===== config.mk =====
export PLATFORM = sky130hd
export DESIGN_NAME = xy_coordinate_text_parser
export DESIGN_NICKNAME = d
export VERILOG_FILES = /design/src/rtl/xyp_pkg.sv /design/src/rtl/xy_coordinate_text_parser.sv /design/src/rtl/xyp_char_step.sv
export SDC_FILE = /design/constraint.sdc
export NUM_CORES = 1
export LEC_CHECK = 0
export ABC_AREA = 0
export BUFFER_PORTS_ARGS = -buffer_cell sky130_fd_sc_hd__clkbuf_2
export CAP_MARGIN = 20
export CELL_PAD_IN_SITES_DETAIL_PLACEMENT = 0
export CELL_PAD_IN_SITES_GLOBAL_PLACEMENT = 1
export CORE_MARGIN = 5
export CORE_UTILIZATION = 44
export DETAILED_ROUTE_END_ITERATION = 16
export GPL_TIMING_DRIVEN = 0
export PLACE_DENSITY = 0.86
export SETUP_SLACK_MARGIN = 0.15
export SLEW_MARGIN = 20
export SYNTH_ARGS = -nofsm -noshare
export SYNTH_HDL_FRONTEND = slang
export SYNTH_HIERARCHICAL = 1
export SYNTH_SLANG_ARGS = --single-unit
export TNS_END_PERCENT = 1

===== constraint.sdc =====
create_clock -name clk_i -period 6.4 [get_ports clk_i]
set_input_delay 0.32 -clock clk_i [delete_from_list [all_inputs] [get_ports clk_i]]
set_output_delay 0.32 -clock clk_i [all_outputs]
set_load 0.01 [all_outputs]

===== src/rtl/xyp_pkg.sv =====
`timescale 1ns / 1ps
`default_nettype none
// ----------------------------------------------------------------------------
// xyp_pkg
// types and constants shared by the xy coordinate text parser
// ----------------------------------------------------------------------------
package xyp_pkg;

  localparam int VALUE_W     = 32;
  localparam int MAG_W       = VALUE_W - 1;
  localparam int FRAC_POS_W  = 3;

  // fractional digits that still carry weight
  localparam logic [FRAC_POS_W-1:0] FRAC_DIGITS = 3'd5;
  localparam logic [FRAC_POS_W-1:0] FRAC_POS_FIRST = 3'd1;

  localparam logic [7:0] CHAR_X_LO  = 8'h78;
  localparam logic [7:0] CHAR_X_UP  = 8'h58;
  localparam logic [7:0] CHAR_Y_LO  = 8'h79;
  localparam logic [7:0] CHAR_Y_UP  = 8'h59;
  localparam logic [7:0] CHAR_MINUS = 8'h2D;
  localparam logic [7:0] CHAR_DOT   = 8'h2E;
  localparam logic [7:0] CHAR_ZERO  = 8'h30;
  localparam logic [7:0] CHAR_NINE  = 8'h39;

  typedef struct packed {
    logic [7:0] text_char;
    logic       end_of_line;
  } char_item_t;

  typedef struct packed {
    logic                      point_valid;
    logic signed [VALUE_W-1:0] x_value;
    logic signed [VALUE_W-1:0] y_value;
  } point_item_t;

  typedef struct packed {
    logic                  x_field_open;
    logic                  y_field_open;
    logic                  negative_seen;
    logic                  digit_seen;
    logic                  in_fraction;
    logic [MAG_W-1:0]      magnitude_acc;
    logic [FRAC_POS_W-1:0] fraction_position;
    logic [VALUE_W-1:0]    x_held;
    logic [VALUE_W-1:0]    y_held;
    logic                  x_got;
    logic                  y_got;
  } parse_state_t;

  localparam parse_state_t PARSE_RESET = '{
    x_field_open:      1'b0,
    y_field_open:      1'b0,
    negative_seen:     1'b0,
    digit_seen:        1'b0,
    in_fraction:       1'b0,
    magnitude_acc:     '0,
    fraction_position: FRAC_POS_FIRST,
    x_held:            '0,
    y_held:            '0,
    x_got:             1'b0,
    y_got:             1'b0
  };

endpackage
`default_nettype wire


===== src/rtl/xy_coordinate_text_parser.sv =====
`timescale 1ns / 1ps
`default_nettype none
// ----------------------------------------------------------------------------
// xy_coordinate_text_parser
// picks X and Y coordinates out of a text line, one character per item
// ----------------------------------------------------------------------------
// usage
//   the input channel carries one character per item with an end_of_line
//   flag on the last character of the line. only the last character of a
//   line produces an output item: point_valid plus X and Y in signed fixed
//   point with FRAC_BITS fraction bits, 0 for an axis that was not seen.
//   an accepted item lands in the input register; when the parse stage
//   fires, the parse logic updates the line state and, for a last
//   character, loads the output register. one character per cycle is
//   sustained unless a line result waits on a stalled receiver, the
//   combinational state update (multiply by ten plus a small fraction
//   product) being the loop that sets it.
//   when the receiver stalls with a result pending, characters keep
//   flowing until the next end-of-line character reaches the parse stage;
//   that stage then holds and the input stall rises.
//   reset empties both registers and clears the line state.
// ----------------------------------------------------------------------------
module xy_coordinate_text_parser #(
  parameter int FRAC_BITS = 16
) (
  input  wire                   clk_i,
  input  wire                   rst_ni,
  input  wire                   in_valid_i,
  output logic                  in_stall_o,
  input  xyp_pkg::char_item_t   in_item_i,
  output logic                  out_valid_o,
  input  wire                   out_stall_i,
  output xyp_pkg::point_item_t  out_item_o
);
  import xyp_pkg::*;

  // input register
  char_item_t   in_q;
  logic         in_valid_q;

  // line state
  parse_state_t st_q;
  parse_state_t st_d;

  // output register
  point_item_t  out_q;
  point_item_t  res;
  logic         out_valid_q;
  logic         out_valid_d;

  logic         out_free;
  logic         fire;
  logic         take;

  xyp_char_step #(
    .FRAC_BITS(FRAC_BITS)
  ) u_step (
    .st_i  (st_q),
    .item_i(in_q),
    .st_o  (st_d),
    .res_o (res)
  );

  // the output register can take a result this cycle
  assign out_free = ~out_valid_q | ~out_stall_i;
  // parse stage advances unless a line result has nowhere to go
  assign fire     = in_valid_q & (~in_q.end_of_line | out_free);
  assign take     = in_valid_i & ~in_stall_o;

  assign in_stall_o  = in_valid_q & ~fire;
  assign out_valid_o = out_valid_q;
  assign out_item_o  = out_q;

  always_comb begin
    if (fire && in_q.end_of_line) begin
      out_valid_d = 1'b1;
    end else begin
      out_valid_d = out_valid_q & out_stall_i;
    end
  end

  always_ff @(posedge clk_i or negedge rst_ni) begin
    if (!rst_ni) begin
      in_valid_q  <= 1'b0;
      out_valid_q <= 1'b0;
      st_q        <= PARSE_RESET;
    end else begin
      in_valid_q  <= take | in_stall_o;
      out_valid_q <= out_valid_d;
      if (fire) begin
        st_q <= st_d;
      end
    end
  end

  // payload registers
  always_ff @(posedge clk_i) begin
    if (take) begin
      in_q <= in_item_i;
    end
    if (fire && in_q.end_of_line) begin
      out_q <= res;
    end
  end

endmodule
`default_nettype wire


===== src/rtl/xyp_char_step.sv =====
`timescale 1ns / 1ps
`default_nettype none
// ----------------------------------------------------------------------------
// xyp_char_step
// next parse state and line result for one character
// ----------------------------------------------------------------------------
module xyp_char_step #(
  parameter int FRAC_BITS = 16
) (
  input  xyp_pkg::parse_state_t st_i,
  input  xyp_pkg::char_item_t   item_i,
  output xyp_pkg::parse_state_t st_o,
  output xyp_pkg::point_item_t  res_o
);
  import xyp_pkg::*;

  localparam int SUM_W = MAG_W + 5;

  // round(2^FRAC_BITS / 10^k), half up
  localparam int unsigned W1 = ((1 << (FRAC_BITS + 1)) + 10) / 20;
  localparam int unsigned W2 = ((1 << (FRAC_BITS + 1)) + 100) / 200;
  localparam int unsigned W3 = ((1 << (FRAC_BITS + 1)) + 1000) / 2000;
  localparam int unsigned W4 = ((1 << (FRAC_BITS + 1)) + 10000) / 20000;
  localparam int unsigned W5 = ((1 << (FRAC_BITS + 1)) + 100000) / 200000;

  localparam logic [SUM_W-1:0] MAG_MAX_EXT = {5'b0, {MAG_W{1'b1}}};

  logic [3:0]             digit_val;
  logic [FRAC_BITS-1:0]   weight;
  logic [FRAC_BITS+3:0]   frac_prod;
  logic [SUM_W-1:0]       mag_ext;
  logic [SUM_W-1:0]       int_sum;
  logic [SUM_W-1:0]       frac_sum;
  logic [SUM_W-1:0]       new_sum;
  logic [MAG_W-1:0]       mag_new;
  logic                   any_open;
  parse_state_t           s1;
  parse_state_t           s2;

  // closes an open field that holds digits
  function automatic parse_state_t close_field(input parse_state_t s);
    parse_state_t       r;
    logic [VALUE_W-1:0] v;
    r = s;
    v = {1'b0, s.magnitude_acc};
    if (s.negative_seen) begin
      v = -v;
    end
    if (s.digit_seen) begin
      if (s.x_field_open) begin
        r.x_held = v;
        r.x_got  = 1'b1;
      end else if (s.y_field_open) begin
        r.y_held = v;
        r.y_got  = 1'b1;
      end
      r.x_field_open      = 1'b0;
      r.y_field_open      = 1'b0;
      r.negative_seen     = 1'b0;
      r.digit_seen        = 1'b0;
      r.in_fraction       = 1'b0;
      r.magnitude_acc     = '0;
      r.fraction_position = FRAC_POS_FIRST;
    end
    return r;
  endfunction

  assign digit_val = item_i.text_char[3:0];
  assign any_open  = st_i.x_field_open | st_i.y_field_open;

  always_comb begin
    unique case (st_i.fraction_position)
      3'd1:    weight = FRAC_BITS'(W1);
      3'd2:    weight = FRAC_BITS'(W2);
      3'd3:    weight = FRAC_BITS'(W3);
      3'd4:    weight = FRAC_BITS'(W4);
      3'd5:    weight = FRAC_BITS'(W5);
      default: weight = '0;
    endcase
  end

  assign frac_prod = {{FRAC_BITS{1'b0}}, digit_val} * {4'b0, weight};
  assign mag_ext   = {5'b0, st_i.magnitude_acc};
  // times ten as two shifts
  assign int_sum   = (mag_ext << 3) + (mag_ext << 1)
                   + ({{(SUM_W-4){1'b0}}, digit_val} << FRAC_BITS);
  assign frac_sum  = mag_ext + {{(SUM_W-FRAC_BITS-4){1'b0}}, frac_prod};

  always_comb begin
    if (!st_i.in_fraction) begin
      new_sum = int_sum;
    end else if (st_i.fraction_position <= FRAC_DIGITS) begin
      new_sum = frac_sum;
    end else begin
      new_sum = mag_ext;
    end
    mag_new = (new_sum > MAG_MAX_EXT) ? {MAG_W{1'b1}} : new_sum[MAG_W-1:0];
  end

  always_comb begin
    s1 = st_i;
    case (item_i.text_char) inside
      CHAR_X_LO, CHAR_X_UP: begin
        s1.x_field_open  = 1'b1;
        s1.negative_seen = 1'b0;
      end
      CHAR_Y_LO, CHAR_Y_UP: begin
        s1.y_field_open  = 1'b1;
        s1.negative_seen = 1'b0;
      end
      CHAR_MINUS: begin
        s1.negative_seen = 1'b1;
      end
      [CHAR_ZERO:CHAR_NINE]: begin
        if (any_open) begin
          s1.magnitude_acc = mag_new;
          s1.digit_seen    = 1'b1;
          if (st_i.in_fraction && st_i.fraction_position <= FRAC_DIGITS) begin
            s1.fraction_position = st_i.fraction_position + 3'd1;
          end
        end
      end
      CHAR_DOT: begin
        if (any_open) begin
          s1.in_fraction = 1'b1;
        end
      end
      default: begin
        s1 = close_field(st_i);
      end
    endcase

    // end of line is one more separator
    s2 = close_field(s1);
    res_o.point_valid = s2.x_got & s2.y_got;
    res_o.x_value     = s2.x_held;
    res_o.y_value     = s2.y_held;
    st_o = item_i.end_of_line ? PARSE_RESET : s1;
  end

endmodule
`default_nettype wire

==> run summary <==
status = finished with violations
failing checks = negative setup slack
count of cell types in the netlist = 93
Worst Setup Path Type = reg -> reg
critical path capture point type = flop
Non-Filler Instances = 2927
final setup TNS = -19.58 ns
area of the die = 44850 um2
Antenna Diode Count = 0
Layout Skew = 0.02087 ns
largest cells by area after synthesis = dfrtp_1, edfxtp_1, ha_1
multi-input logic area = 13170 um2
Final nets = 2524
clock-pin transition on the worst setup and hold timing paths = 0.07 ns
most frequent cell after synthesis = nand2_1
CTS max path bufs = 2
Hold Crit Class = in -> reg
share of post-route cells with drive strength above 1 = 18.75%
die height = 211.8 um
max_cap viols = 0
Avg Vias per Cell = 6.448
IO buf count = 78
gp weighted congestion = 1.016
Slew @ Worst Pin = 1.225 ns
# setup viols final = 55
placed insts = 2819
worst hold slack = 0.02754 ns
Via Count = 18872
worst slack, placed = -1.699 ns
drt drc = 0
Top Ports = 80
CP Launch Type = flop
fraction of registers with async set/reset = 59.12%
post-detail-place hpwl = 58.79 mm
htree depth = 4
syn nets = 2348
worst-path maximum fanout = 7
Starting Density = 44.17%
all-layer global routing usage = 33.93%
PD cells = 142.0 nW/um2
fin crit period = 7.007 ns
Critical Path RT = 6.58 ns
area leader, netlist = dfrtp_1
max-slew violation count = 0
f_max = 142.7 MHz
initial antenna violation count = 0
root buffer cell = clkbuf_16
number of buffers created by CTS = 17
Slowest-stage cell, CP = dfstp_2
Pleak = 9.015 nW
Clock Latency Late Sink = 0.47 ns
most frequently used flop master after synthesis = dfrtp_1
wire length per cell = 26.49 um
largest net degree at the start of global routing = 82
CTS sink cnt = 181
Register Area = 4902 um2
Synth top area share = 14.81%
total grt overflow = 0
RSZ-0062 raised after global routing = true
CTS tree = yes
Slew headroom = 18.03%
FILL cells = 3834
CP peak stage delay = 0.58 ns
initial DRC count = 1924
number of synthesized flops with an enable pin = 74
most common library cells after synthesis = nand2_1, nor2_1, a21oi_1, clkbuf_1, nand4_1
#FFs+latches synth = 181
final count of hold timing violations = 0
TritonRoute pass-1 iters = 5
CORE AREA = 40550 um2
post-route worst setup slack = -0.6071 ns
first-pass GRT wire length = 115.3 mm
Chip Width = 211.8 um
Mapped Area = 17910 um2
Antenna Nets Post-Route = 0
Mapped Cells = 2206
Avg Inst Size Synth = 8.121 um2
CP most frequent cell = buf_6
Crit path arrival time = 7.19 ns
number of global-route vias before repair = 18337
Max VDD drop = 0.1536 mV
Post-Route WL = 77.53 mm
fin crit share = 109.5%
Layout Area Growth over Synthesis = 20.39%
Final Total Pwr = 3.063 mW
Rows = 74
Syn. warnings = 6
register area share after synthesis = 27.36%
## stage by stage
step / utilization (%) / area (um2)
after global routing: 53.18 / 21570
after CTS: 52.57 / 21320
after floorplan: - / 18220
final: 53.18 / 21570
after global placement: 47.54 / 19280
after detailed placement: 47.82 / 19390
## per-layer routing
metal / part of all wire (%) / GRT usage [%] / up-vias
li1: - / - / 8378
met1: 39 / 43.58 / 9171
met2: 45 / 53.39 / 1042
met3: 8.3 / 5.350 / 281
met4: 7.6 / 21.59 / 0
met5: 0 / 0 / -
## cell families after synthesis
| family | after synthesis | synth area share (%) |
|---|---|---|
| simple gates | 925 | 26.02 |
| compound gates | 566 | 22.80 |
| buf+inv | 259 | 5.867 |
| flops | 181 | 27.36 |
| fa+ha+maj | 129 | 10.39 |
| xor+xnor | 87 | 4.253 |
| mux | 59 | 3.318 |
## placed cells by master, fill, tap and decap left out, drive strengths merged, types with 15 or more instances in the layout
cell / Yosys / final
dfrtp: 106 / 106
or3: 17 / 17
o211ai: 125 / 125
mux2i: 56 / 56
ha: 96 / 96
and3: 19 / 19
inv: 88 / 92
o31ai: 15 / 15
nand3: 45 / 45
clkbuf: 136 / 233
and2: 28 / 28
nand2b: 120 / 120
o21ai: 92 / 92
nor3: 22 / 22
o21a: 15 / 15
a31oi: 25 / 25
buf: 35 / 111
nor2b: 28 / 28
edfxtp: 74 / 74
nand4: 136 / 137
nand2: 246 / 246
fa: 33 / 33
a21o: 20 / 20
xor2: 45 / 45
xnor2: 42 / 42
a21oi: 152 / 152
nor2: 215 / 215
## critical path, delay by kind of cell, from the launching register on
kind            cells  cell delay [ns]
simple gates        6             0.89
compound gates      8             2.18
xor+xnor            1             0.32
fa+ha+maj           5             1.70
flops               1             0.58
buf+inv             8             0.92
mux                 1             0.12
## path summary, 6_finish.rpt
kind / from / end / slack [ns] / cells after the start
worst min register to register: st_q[43]$_DFFE_PN0P_ / st_q[43]$_DFFE_PN0P_ / 0.53 / 2
min in group asynchronous: rst_ni / st_q[98]$_DFFE_PN0P_ / 0.32 / 2
worst min-delay path: in_item_i[3] / in_q[3]$_DFFE_PP_ / 0.03 / 1
worst max register to register: st_q[66]$_DFFE_PN1P_ / out_item_o[57]$_DFFE_PP_ / -0.61 / 29
worst max-delay path: st_q[66]$_DFFE_PN1P_ / out_item_o[57]$_DFFE_PP_ / -0.61 / 29
max in group asynchronous: rst_ni / st_q[67]$_DFFE_PN0P_ / 5.31 / 3
## sequential cells by signal, summed over array words and instances (netlist names)
name	cells
st_q	105
out_item_o	65
in_q	9
in_valid_q	1
out_valid_o	1
## layout make-up
type                       instances  area share (%)
timing repair buffer             156           5.389
sequential                       181           22.73
clock inverter                    13          0.5859
multi-input combinational       1767           61.04
clock buffer                      19           2.007
tap                              532           3.086
buffer                           171           3.632
inverter                          88           1.532
## power breakdown
part | total [mW] | internal [mW] | switching, mW
logic | 0.773 | 0.281 | 0.492
registers | 1.25 | 1.23 | 0.0186
clock network | 1.04 | 0.542 | 0.497
## repair_timing
item / CTS / global route
gates cloned: 3 / 0
setup buffers: 68 / 4
endpoints found under the hold margin: 26 / 0
resized for setup: 142 / 53
pin swaps: 65 / 19
setup endpoints to repair: 81 / 64
hold buffers: 1 / 0
No activity file was read; power rests on OpenSTA's default activity.
